$ cat src/design/stip_pkg.sv
// shared types and constants for the string to integer parser
// no dependencies; imported by every module of the block
`timescale 1ns / 1ps

package stip_pkg;

  localparam int CH_WIDTH    = 8;
  localparam int BASE_WIDTH  = 6;
  localparam int OUT_WIDTH   = 64;
  localparam int INDEX_WIDTH = 16;
  localparam int QUEUE_DEPTH = 4;

  localparam logic [BASE_WIDTH-1:0] BASE_AUTO = 6'd0;
  localparam logic [BASE_WIDTH-1:0] BASE_OCT  = 6'd8;
  localparam logic [BASE_WIDTH-1:0] BASE_DEC  = 6'd10;
  localparam logic [BASE_WIDTH-1:0] BASE_HEX  = 6'd16;

  // one classified character as it travels from front to back
  typedef struct packed {
    logic                  first;
    logic [BASE_WIDTH-1:0] base;
    logic                  alnum;
    logic [BASE_WIDTH-1:0] dval;
    logic                  space;
    logic                  minus;
    logic                  plus;
    logic                  zero;
    logic                  xchar;
  } stip_item_t;

endpackage

$ cat src/design/stip_front.sv
// input stage: registers each character item and classifies it
// depends on stip_pkg
`timescale 1ns / 1ps

module stip_front
  import stip_pkg::*;
(
  input  logic                  clk,
  input  logic                  rst,
  input  logic                  in_valid,
  output logic                  in_ready,
  input  logic [CH_WIDTH-1:0]   ch,
  input  logic                  first,
  input  logic [BASE_WIDTH-1:0] base,
  output logic                  push_valid,
  input  logic                  push_ready,
  output stip_item_t            push_item
);

  localparam logic [CH_WIDTH-1:0] C_TAB   = 8'h09;
  localparam logic [CH_WIDTH-1:0] C_CR    = 8'h0D;
  localparam logic [CH_WIDTH-1:0] C_SPACE = 8'h20;
  localparam logic [CH_WIDTH-1:0] C_PLUS  = 8'h2B;
  localparam logic [CH_WIDTH-1:0] C_MINUS = 8'h2D;
  localparam logic [CH_WIDTH-1:0] C_ZERO  = 8'h30;
  localparam logic [CH_WIDTH-1:0] C_NINE  = 8'h39;
  localparam logic [CH_WIDTH-1:0] C_UA    = 8'h41;
  localparam logic [CH_WIDTH-1:0] C_UX    = 8'h58;
  localparam logic [CH_WIDTH-1:0] C_UZ    = 8'h5A;
  localparam logic [CH_WIDTH-1:0] C_LA    = 8'h61;
  localparam logic [CH_WIDTH-1:0] C_LX    = 8'h78;
  localparam logic [CH_WIDTH-1:0] C_LZ    = 8'h7A;
  localparam logic [CH_WIDTH-1:0] TEN     = 8'd10;

  logic       vld;
  stip_item_t item;
  stip_item_t item_next;

  assign in_ready   = !vld || push_ready;
  assign push_valid = vld;
  assign push_item  = item;

  always_comb begin
    item_next       = '0;
    item_next.first = first;
    item_next.base  = base;
    // tab, lf, vt, ff, cr are one contiguous run
    item_next.space = (ch == C_SPACE) || (ch >= C_TAB && ch <= C_CR);
    item_next.minus = (ch == C_MINUS);
    item_next.plus  = (ch == C_PLUS);
    item_next.zero  = (ch == C_ZERO);
    item_next.xchar = (ch == C_LX) || (ch == C_UX);
    if (ch >= C_ZERO && ch <= C_NINE) begin
      item_next.alnum = 1'b1;
      item_next.dval  = BASE_WIDTH'(ch - C_ZERO);
    end else if (ch >= C_LA && ch <= C_LZ) begin
      item_next.alnum = 1'b1;
      item_next.dval  = BASE_WIDTH'(ch - C_LA + TEN);
    end else if (ch >= C_UA && ch <= C_UZ) begin
      item_next.alnum = 1'b1;
      item_next.dval  = BASE_WIDTH'(ch - C_UA + TEN);
    end
  end

  always_ff @(posedge clk) begin
    if (rst) begin
      vld <= 1'b0;
    end else if (in_ready) begin
      vld <= in_valid;
    end
    if (in_valid && in_ready) begin
      item <= item_next;
    end
  end

endmodule

$ cat src/design/stip_queue.sv
// short register queue between the classifier and the conversion engine
// depends on stip_pkg
`timescale 1ns / 1ps

module stip_queue
  import stip_pkg::*;
(
  input  logic       clk,
  input  logic       rst,
  input  logic       push_valid,
  output logic       push_ready,
  input  stip_item_t push_item,
  output logic       pop_valid,
  input  logic       pop_ready,
  output stip_item_t pop_item
);

  localparam int PTR_WIDTH = $clog2(QUEUE_DEPTH);
  localparam int CNT_WIDTH = $clog2(QUEUE_DEPTH + 1);
  localparam logic [CNT_WIDTH-1:0] FULL = CNT_WIDTH'(QUEUE_DEPTH);

  stip_item_t           slots [QUEUE_DEPTH];
  logic [PTR_WIDTH-1:0] wr_ptr;
  logic [PTR_WIDTH-1:0] rd_ptr;
  logic [CNT_WIDTH-1:0] count;
  logic                 push;
  logic                 pop;

  assign push_ready = (count != FULL);
  assign pop_valid  = (count != '0);
  assign pop_item   = slots[rd_ptr];
  assign push       = push_valid && push_ready;
  assign pop        = pop_valid && pop_ready;

  always_ff @(posedge clk) begin
    if (rst) begin
      wr_ptr <= '0;
      rd_ptr <= '0;
      count  <= '0;
    end else begin
      if (push) begin
        wr_ptr <= wr_ptr + 1'b1;
      end
      if (pop) begin
        rd_ptr <= rd_ptr + 1'b1;
      end
      if (push && !pop) begin
        count <= count + 1'b1;
      end else if (pop && !push) begin
        count <= count - 1'b1;
      end
    end
  end

  always_ff @(posedge clk) begin
    if (push) begin
      slots[wr_ptr] <= push_item;
    end
  end

`ifndef NO_ASSERTIONS
  a_count_bound: assert property (@(posedge clk) disable iff (rst) count <= FULL)
    else $error("queue count beyond depth");
  a_count_grow: assert property (@(posedge clk) disable iff (rst)
    push && !pop |=> count == $past(count) + 1'b1)
    else $error("queue count did not follow a lone push");
  a_pop_hold: assert property (@(posedge clk) disable iff (rst)
    pop_valid && !pop_ready |=> pop_valid)
    else $error("queue output dropped while stalled");
`endif

endmodule

$ cat src/design/stip_back.sv
// conversion engine: sign, prefix and base handling, accumulate, result register
// depends on stip_pkg
`timescale 1ns / 1ps

module stip_back
  import stip_pkg::*;
#(
  parameter int VALUE_WIDTH    = 64,
  parameter int POSITION_WIDTH = 16
) (
  input  logic                          clk,
  input  logic                          rst,
  input  logic                          item_valid,
  output logic                          item_ready,
  input  stip_item_t                    item,
  output logic                          out_valid,
  input  logic                          out_ready,
  output logic signed [OUT_WIDTH-1:0]   value,
  output logic [INDEX_WIDTH-1:0]        end_index,
  output logic                          overflowed,
  output logic                          any_digits
);

  localparam int MUL_WIDTH  = VALUE_WIDTH + BASE_WIDTH;
  localparam int PROD_WIDTH = MUL_WIDTH + 1;
  localparam logic [VALUE_WIDTH-1:0] TOP = {1'b1, {(VALUE_WIDTH-1){1'b0}}};

  typedef enum logic [2:0] {
    PH_DONE, PH_SPACE, PH_LEAD, PH_ZERO, PH_PREFIX, PH_DIGITS
  } phase_t;

  typedef enum logic [1:0] {ST_NONE, ST_SOME, ST_OVER} status_t;

  phase_t                    phase, phase_next;
  status_t                   status, status_next;
  logic                      negative, negative_next;
  logic [VALUE_WIDTH-1:0]    accumulator, accumulator_next;
  logic [BASE_WIDTH-1:0]     active_base, active_base_next;
  logic [POSITION_WIDTH-1:0] position, position_next;
  logic                      pop;
  logic                      emit;
  logic [VALUE_WIDTH-1:0]    magnitude;

  assign item_ready = !out_valid || out_ready;
  assign pop        = item_valid && item_ready;

  always_comb begin
    logic                  lead;
    logic                  dig;
    logic [MUL_WIDTH-1:0]  mul;
    logic [PROD_WIDTH-1:0] prod;
    logic [PROD_WIDTH-1:0] limit;
    phase_next       = phase;
    status_next      = status;
    negative_next    = negative;
    accumulator_next = accumulator;
    active_base_next = active_base;
    position_next    = position;
    emit             = 1'b0;
    lead             = 1'b0;
    dig              = 1'b0;
    mul              = '0;
    prod             = '0;
    limit            = '0;
    if (pop) begin
      if (item.first) begin
        phase_next       = PH_SPACE;
        status_next      = ST_NONE;
        negative_next    = 1'b0;
        accumulator_next = '0;
        active_base_next = item.base;
        position_next    = '0;
      end else if (phase != PH_DONE && position != '1) begin
        position_next = position + 1'b1;
      end
      // items while done fall into the done arm and change nothing
      unique case (phase_next)
        PH_DONE: ;
        PH_SPACE: begin
          if (item.space) begin
          end else if (item.minus) begin
            negative_next = 1'b1;
            phase_next    = PH_LEAD;
          end else if (item.plus) begin
            phase_next = PH_LEAD;
          end else begin
            lead = 1'b1;
          end
        end
        PH_LEAD: lead = 1'b1;
        PH_ZERO: begin
          if (item.xchar) begin
            active_base_next = BASE_HEX;
            phase_next       = PH_PREFIX;
          end else begin
            if (active_base_next == BASE_AUTO) begin
              active_base_next = BASE_OCT;
            end
            status_next = ST_SOME;
            phase_next  = PH_DIGITS;
            dig         = 1'b1;
          end
        end
        PH_PREFIX: begin
          phase_next = PH_DIGITS;
          dig        = 1'b1;
        end
        PH_DIGITS: dig = 1'b1;
        default: phase_next = PH_DONE;
      endcase
      if (lead) begin
        if ((active_base_next == BASE_AUTO || active_base_next == BASE_HEX) && item.zero) begin
          phase_next = PH_ZERO;
        end else begin
          if (active_base_next == BASE_AUTO) begin
            active_base_next = BASE_DEC;
          end
          phase_next = PH_DIGITS;
          dig        = 1'b1;
        end
      end
      if (dig) begin
        if (!item.alnum || item.dval >= active_base_next) begin
          emit       = 1'b1;
          phase_next = PH_DONE;
        end else begin
          // acc * base + d beyond the limit is the same test as the cutoff compare
          mul   = accumulator_next * active_base_next;
          prod  = PROD_WIDTH'(mul) + PROD_WIDTH'(item.dval);
          limit = PROD_WIDTH'(TOP) - PROD_WIDTH'(!negative_next);
          if (status_next == ST_OVER || prod > limit) begin
            status_next = ST_OVER;
          end else begin
            status_next      = ST_SOME;
            accumulator_next = prod[VALUE_WIDTH-1:0];
          end
        end
      end
    end
  end

  always_comb begin
    if (status_next == ST_OVER) begin
      magnitude = negative_next ? TOP : TOP - 1'b1;
    end else begin
      magnitude = negative_next ? -accumulator_next : accumulator_next;
    end
  end

  always_ff @(posedge clk) begin
    if (rst) begin
      phase       <= PH_DONE;
      status      <= ST_NONE;
      negative    <= 1'b0;
      accumulator <= '0;
      active_base <= BASE_DEC;
      position    <= '0;
      out_valid   <= 1'b0;
    end else begin
      phase       <= phase_next;
      status      <= status_next;
      negative    <= negative_next;
      accumulator <= accumulator_next;
      active_base <= active_base_next;
      position    <= position_next;
      if (emit) begin
        out_valid  <= 1'b1;
        value      <= OUT_WIDTH'(signed'(magnitude));
        end_index  <= (status_next != ST_NONE) ? INDEX_WIDTH'(position_next) : '0;
        overflowed <= (status_next == ST_OVER);
        any_digits <= (status_next != ST_NONE);
      end else if (out_ready) begin
        out_valid <= 1'b0;
      end
    end
  end

`ifndef NO_ASSERTIONS
  a_over_has_digits: assert property (@(posedge clk) disable iff (rst)
    out_valid && overflowed |-> any_digits)
    else $error("overflow reported without digits");
  a_empty_result: assert property (@(posedge clk) disable iff (rst)
    out_valid && !any_digits |-> value == '0 && end_index == '0)
    else $error("result without digits is not zero");
  a_hold_result: assert property (@(posedge clk) disable iff (rst)
    out_valid && !out_ready |=> out_valid && $stable(value))
    else $error("pending result changed while stalled");
`endif

endmodule

$ cat src/design/string_to_integer_parser_unit.sv
// String to integer parser, strtol style, one character per item.
// Input channel: in_valid/in_ready with ch, first and base. An item with
// first set opens a new conversion with the given base (0 auto-detects)
// and drops any conversion still open. Whitespace, one sign and a 0x/0X
// prefix (in base 0 or 16) are taken before the digits; the first non-digit
// closes the conversion and gives one result. Items after that are dropped
// until the next first item.
// Output channel: out_valid/out_ready with value, end_index, overflowed and
// any_digits; a result stays until taken.
// Throughput: one item per cycle unless a pending result is stalled; the
// engine does one multiply-accumulate of the accumulator by the base per cycle.
// Path: the closing item passes the input register, then a queue entry,
// then the result register, which raises out_valid.
// Reset: synchronous; the block is idle, waiting for a first item.
// When the receiver stalls the engine holds once a result is pending, the
// queue fills and then in_ready falls.
// depends on stip_pkg, stip_front, stip_queue, stip_back
`timescale 1ns / 1ps

module string_to_integer_parser_unit
  import stip_pkg::*;
#(
  parameter int VALUE_WIDTH    = 64,
  parameter int POSITION_WIDTH = 16
) (
  input  logic                        clk,
  input  logic                        rst,
  input  logic                        in_valid,
  output logic                        in_ready,
  input  logic [CH_WIDTH-1:0]         ch,
  input  logic                        first,
  input  logic [BASE_WIDTH-1:0]       base,
  output logic                        out_valid,
  input  logic                        out_ready,
  output logic signed [OUT_WIDTH-1:0] value,
  output logic [INDEX_WIDTH-1:0]      end_index,
  output logic                        overflowed,
  output logic                        any_digits
);

  logic       push_valid;
  logic       push_ready;
  stip_item_t push_item;
  logic       pop_valid;
  logic       pop_ready;
  stip_item_t pop_item;

  stip_front u_front (
    .clk        (clk),
    .rst        (rst),
    .in_valid   (in_valid),
    .in_ready   (in_ready),
    .ch         (ch),
    .first      (first),
    .base       (base),
    .push_valid (push_valid),
    .push_ready (push_ready),
    .push_item  (push_item)
  );

  stip_queue u_queue (
    .clk        (clk),
    .rst        (rst),
    .push_valid (push_valid),
    .push_ready (push_ready),
    .push_item  (push_item),
    .pop_valid  (pop_valid),
    .pop_ready  (pop_ready),
    .pop_item   (pop_item)
  );

  stip_back #(
    .VALUE_WIDTH    (VALUE_WIDTH),
    .POSITION_WIDTH (POSITION_WIDTH)
  ) u_back (
    .clk        (clk),
    .rst        (rst),
    .item_valid (pop_valid),
    .item_ready (pop_ready),
    .item       (pop_item),
    .out_valid  (out_valid),
    .out_ready  (out_ready),
    .value      (value),
    .end_index  (end_index),
    .overflowed (overflowed),
    .any_digits (any_digits)
  );

endmodule
$ cat config.mk
export PLATFORM = sky130hd
export DESIGN_NAME = string_to_integer_parser_unit
export DESIGN_NICKNAME = d
export VERILOG_FILES = /design/src/design/stip_pkg.sv /design/src/design/stip_front.sv /design/src/design/stip_queue.sv /design/src/design/stip_back.sv /design/src/design/string_to_integer_parser_unit.sv
export SDC_FILE = /design/constraint.sdc
export NUM_CORES = 2
export LEC_CHECK = 0
export ABC_CLOCK_PERIOD_IN_PS = 11300
export BUFFER_PORTS_ARGS = -buffer_cell sky130_fd_sc_hd__buf_2
export CORE_MARGIN = 2
export CORE_UTILIZATION = 57
export CTS_CLUSTER_SIZE = 8
export DETAILED_ROUTE_END_ITERATION = 7
export PLACE_DENSITY = 0.77
export REMOVE_ABC_BUFFERS = 1
export SLEW_MARGIN = 20
export SYNTH_ARGS = -nofsm -noshare
export SYNTH_HDL_FRONTEND = slang
export SYNTH_SLANG_ARGS = --single-unit
$ cat constraint.sdc
create_clock -name clk -period 11.3 [get_ports clk]
set_input_delay 2.26 -clock clk [delete_from_list [all_inputs] [get_ports clk]]
set_output_delay 2.26 -clock clk [all_outputs]
set_load 0.02 [all_outputs]
# Word level (Yosys, flattened, before mapping)
# Memory sizes are Yosys's and may differ from the RTL's. A register that Yosys moved wholly into a read port is not among the register bits.
# Index checks and enable logic that the tools add are counted.
word_totals:
  regBits: 202
  ramBits: 76
  input_bits: 19
  output_inout_bits: 84
  word_cells: 173
  mem_count: 1
memory_table:
  columns: ["memory", "words", "width", "read_ports", "rd_ports_with_merged_regs", "wr", "line_no", "source"]
  rows:
  - ["u_queue.slots", 4, 19, 1, 1, 1, "stip_queue.sv:22", "stip_item_t slots [QUEUE_DEPTH];"]
op_classes:
  addsub: 13
  n_mul: 1
  n_lt_le_gt_ge: 10
  eq_ne: 16
  n_mux: 71
  bitwise: 1
  n_reduce_logical: 36
op_table:
  columns: ["operator", "count"]
  rows:
  - ["2-to-1 mux 64 bit", 9]
  - ["2-to-1 mux 6 bit", 12]
  - ["adder 70 x 6 -> 71 bit", 1]
  - ["greater-than comparator 71 bit", 1]
  - ["multiplier 64 x 6 -> 70 bit", 1]
  - ["subtractor 64 x 1 -> 65 bit, first input constant", 1]
  - ["negator 64 bit", 1]
  - ["2-to-1 mux 16 bit", 3]
  - ["2-to-1 mux 3 bit", 11]
  - ["equality test 8 x 6 -> 1 bit, second input constant", 4]
  - ["2-to-1 mux 1 bit", 22]
  - ["2-to-1 mux 2 bit", 10]
  - ["adder 16 x 1 -> 16 bit, second input constant", 1]
  - ["equality test 8 x 7 -> 1 bit, second input constant", 2]
  - ["greater-or-equal comparator 8 x 7 -> 1 bit, second input constant", 2]
  - ["<= comparator 8 x 7 -> 1 bit, second input constant", 2]
  - ["!= test 16 bit, second input constant", 1]
  - ["adder 6 x 4 -> 6 bit, second input constant", 2]
  - ["logical NOT 6 bit", 2]
  - ["one-hot mux 3 bit (4 select lines)", 1]
  - ["subtractor 6 bit, second input constant", 2]
  - ["logical AND 1 bit", 11]
  - ["greater-or-equal comparator 8 x 4 -> 1 bit, second input constant", 1]
  - ["greater-or-equal comparator 8 x 6 -> 1 bit, second input constant", 1]
  - ["24 further kinds", 44]

# Logic depth before layout (Yosys ltp)
logic_depth:
  ltp_word: 26
  ltp_mapped: 58
  depth_no_buf: 50

# By module
# From an unflattened synthesis, not the netlist that was laid out.
unflattened:
  cells_unflattened: 3397
  hier_area_um2: 29474.5
modules_own_cells:
  columns: ["module", "n_inst", "cells_each", "area_each_um2", "seq_area_each_um2"]
  rows:
  - ["stip_back", 1, 3148, 25120.3, 4324.1]
  - ["stip_queue", 1, 147, 3250.6, 2462.4]
  - ["stip_front", 1, 102, 1103.6, 590.6]

# Least setup slack after synthesis
# No wires, ideal clock.
synth_path:
  path_type: "reg-to-reg"
  from: "reg (tool-made name)"
  to: "reg u_back.value[58], data pin"
  setup_time_ns: 0.275
  t_arrival_ns: 11.529
  t_required_ns: 11.025
  path_slack_ns: -0.504
  stages_incl_launch_ff: 50
  path_buffers: 6
  period_less_slack_ns: 11.804
  path_cell_list: "dfxtp_1 -> buf_6 -> mux4_2 -> buf_4 -> or4_4 -> a21oi_2 -> a221oi_4 -> nand3_1 -> o21ai_0 -> inv_2 -> buf_1 -> nor2_1 -> fa_1 -> fa_1 -> fa_1 -> ha_1 -> ha_1 -> clkbuf_1 -> [14 not listed] -> o32ai_1 -> a21oi_1 -> nand4_1 -> nand4b_1 -> clkbuf_1 -> clkbuf_1 -> and3_1 -> a21oi_1 -> ha_1 -> and3_1 -> nand3_1 -> a21oi_1 -> nor2b_1 -> mux2_2 -> nand4_4 -> or4_4 -> nand4_1 -> o311ai_2"
synth_lines:
  columns: ["item", "line_no", "source"]
  rows:
  - ["end signal: assignment", "stip_back.sv:168", "value <= OUT_WIDTH'(signed'(magnitude));"]
  - ["end: declaration", "stip_back.sv:18", "output logic signed [OUT_WIDTH-1:0] value,"]

==> flow_metrics.env <==
export IMPL_synthCells=3263
export IMPL_portBuffers=102
export IMPL_die_y_um=229
export IMPL_synth_top_family_by_area="adder cells"
export IMPL_synth_avg_cell_area_um2=8.81
export IMPL_finalNetCount=4285
export IMPL_max_slew_margin_pct=30.4
export IMPL_drv_slew=0
export IMPL_grt_use_total_pct=37.6
export IMPL_route_detailed_drc=0
export IMPL_post_synth_top_count_cell="nor2_1"
export IMPL_ys_seq_area_share_pct=25.7
export IMPL_die_x_um=229
export IMPL_wire_per_inst_um=22.5
export IMPL_placed_cell_area_um2=33300
export IMPL_clkSinkCount=280
export IMPL_dp_slack_ns=-0.919
export IMPL_worstSetupEndpointType="register"
export IMPL_hp_start="u_back.active_base[5]"
export IMPL_start_kind="register"
export IMPL_drive_gt1_share_pct=25.5
export IMPL_fmax_mhz=87.4
export IMPL_top_layer="met4"
export IMPL_violations="negative setup slack"
export IMPL_skew_ns=0.0467
export IMPL_rsz0062_at_grt="true"
export IMPL_grt_pass1_wl_um=154000
export IMPL_initial_utilization_pct=57.5
export IMPL_wl_um=101000
export IMPL_cellLeakagePower_nw=17.2
export IMPL_num_vias=27832
export IMPL_grt_max_degree=80
export IMPL_synthTopCellsByArea="edfxtp_1, fa_1, ha_1"
export IMPL_r2r_end="u_back.value[42]"
export IMPL_finalHoldViolCount=0
export IMPL_synth_compound_area_share_pct=13.8
export IMPL_syn_to_final_growth_pct=26.7
export IMPL_antenna_left=0
export IMPL_cpMaxStageDelayCell="mux4_2"
export IMPL_synth_edf_count=177
export IMPL_wl_met2_um=46800
export IMPL_synth_mux_area_share_pct=3.45
export IMPL_cp_arrival_ns=11.75
export IMPL_top_level_ports=103
export IMPL_yosys_area_share_simple_pct=20.5
export IMPL_hold_path_cell_count=2
export IMPL_critPathKind="register to register"
export IMPL_clockRootBuffer="clkbuf_16"
export IMPL_synth_cell_type_count=103
export IMPL_fillers=3753
export IMPL_cts_buffer_depth=3
export IMPL_hpwl_um=74800
export IMPL_status="finished with violations"
export IMPL_yosys_area_top_type_share_pct=18.5
export IMPL_diodes=0
export IMPL_async_flop_share_pct=0
export IMPL_synth_xor_area_share_pct=3.14
export IMPL_slowest_delay_ns=0.57
export IMPL_whs_ns=0.482
export IMPL_period_needed_ns=11.44
export IMPL_rows=82
export IMPL_finalCritPeriodShare_pct=101
export IMPL_antenna_found_initial=0
export IMPL_powerDensity_nw_per_um2=140
export IMPL_yosysWarnings=0
export IMPL_ys_ff_latch=280
export IMPL_totalNegativeSetupSlack_ns=-0.265
export IMPL_drv_cap=0
export IMPL_dr_pass1_iters=5
export IMPL_tightest_slew_ns=1.04
export IMPL_cp_required_ns=11.62
export IMPL_worst_slack_ns=-0.136
export IMPL_crit_fanout=9
export IMPL_grt_pass1_vias=27949
export IMPL_gp_congestion=1.00
export IMPL_htreeDepth=2
export IMPL_ir_drop_mv=0.137
export IMPL_ff2ff_path_depth=52
export IMPL_synth_commonest_cells="nor2_1, nand2_1, fa_1, ha_1, a21oi_1"
export IMPL_drtIter0Drc=2662
export IMPL_cts_buffers_inserted=42
export IMPL_netlist_area_um2=28700
export IMPL_rrSetupSlack_ns=-0.14
export IMPL_core_area_um2=50000
export IMPL_synth_flop_cell="edfxtp_1"
export IMPL_synthAdderAreaFrac_pct=27.9
export IMPL_min_to="u_back.active_base[5]"
export IMPL_crit_top_cell="buf_4"
export IMPL_hold_path_class="register to register"
export IMPL_clk_latency_ns=0.61
export IMPL_clkTransAtPathRegs_ns=0.06
export IMPL_setup_violations=6
export IMPL_fin_util_pct=72.9
export IMPL_post_drt_via_cell_ratio=6.21
export IMPL_wirelength_met1_um=39200
export IMPL_yosysTopAreaCell="edfxtp_1"
export IMPL_cts_tree="yes"
export IMPL_routed_wl_met3_um=8830
export IMPL_grt_overflow=0
export IMPL_dieArea_um2=52200
export IMPL_fin_area_um2=36400
-- cells in the final DEF (no fill, tap or decap), types with 54 or more instances in the layout --
cell type and instances:
ha_1 210, and3_1 56, nand2_1 363, o21ai_0 115, nor2_1 434, buf_4 517
buf_2 101, nand4_1 54, edfxtp_1 177, nand3_1 91, dfxtp_1 102, inv_1 218
a21oi_1 193, fa_1 250
-- routing by layer --
metal	GRT usage (%)	up-vias
li1	-	12371
met1	48.4	13549
met2	61.1	1559
met3	6.57	353
met4	18.9	0
met5	0	-
-- report_power, final --
part,leakage (nW),total [mW],switching [mW],internal [mW]
clock,0.587,1.20,0.502,0.699
sequential,2.47,1.27,0.0537,1.22
combinational,14.1,2.63,1.71,0.924
total,17.2,5.11,2.27,2.84
-- worst max path at each step --
stage | from | to | depth (start not counted)
6_report | register | u_back.value[42] | 52
5_1_grt | register | u_back.value[42] | 52
4_1_cts | register | u_back.value[54] | 49
3_5_place_dp | register | u_back.value[62] | 48
3_3_place_gp | register | u_back.value[58] | 46
2_1_floorplan | register | u_back.value[48] | 47
-- worst max-delay path: cells and delay by family (launching register included) --
kind / cells / cell delay, ns
fa+ha+maj: 7 / 2.60
mux: 2 / 0.90
compound gates: 17 / 3.00
simple gates: 13 / 2.28
buf+inv: 13 / 1.92
flops: 1 / 0.39
-- logic make-up (layout without fill, tap and decap cells) --
kind of cell    Yosys count  in the layout
compound gates          631            631
flops                   280            280
xor+xnor                103            103
fa+ha+maj               490            490
mux                      74             74
buf+inv                 404            948
simple gates           1281           1281
-- flip-flops by register name (all words and copies together), names as in the netlist, named ones only --
name,flops
u_back.accumulator,64
u_back.out_valid,1
u_queue.slots,76
u_back.end_index,16
u_back.status,2
u_back.any_digits,1
u_back.overflowed,1
u_back.position,16
u_front.push_valid,1
u_queue.wr_ptr,2
u_back.active_base,6
u_queue.count,3
u_back.value,64
u_back.phase,3
u_back.negative,1
u_front.push_item,19
u_queue.rd_ptr,2
-- cell type report --
type | instances | area (um^2) | share of cell area, %
well taps | 672 | 841 | 2.31
flip-flops and latches | 280 | 7380 | 20.3
clock inverters | 6 | 93.8 | 0.258
multi-input cells | 2579 | 21100 | 58.0
clock buffers | 69 | 1150 | 3.16
repair buffers | 650 | 4980 | 13.7
inverters | 223 | 842 | 2.31
-- metrics by stage --
step,power [mW],cells
floorplan,2.42,3082
global placement,3.44,4364
detailed placement,3.52,4364
CTS,4.86,4455
global route,5.27,4479
finish,5.11,4479
-- repair_timing --
item / CTS / global route
setup buffers: 13 / 25
hold endpoints to repair: 0 / 0
hold buffers: 0 / 0
pin swaps: 30 / 100
cloned: 3 / 3
setup endpoints to repair: 52 / 54
gates resized for setup: 90 / 192
Power figures use the tool's default switching activity.
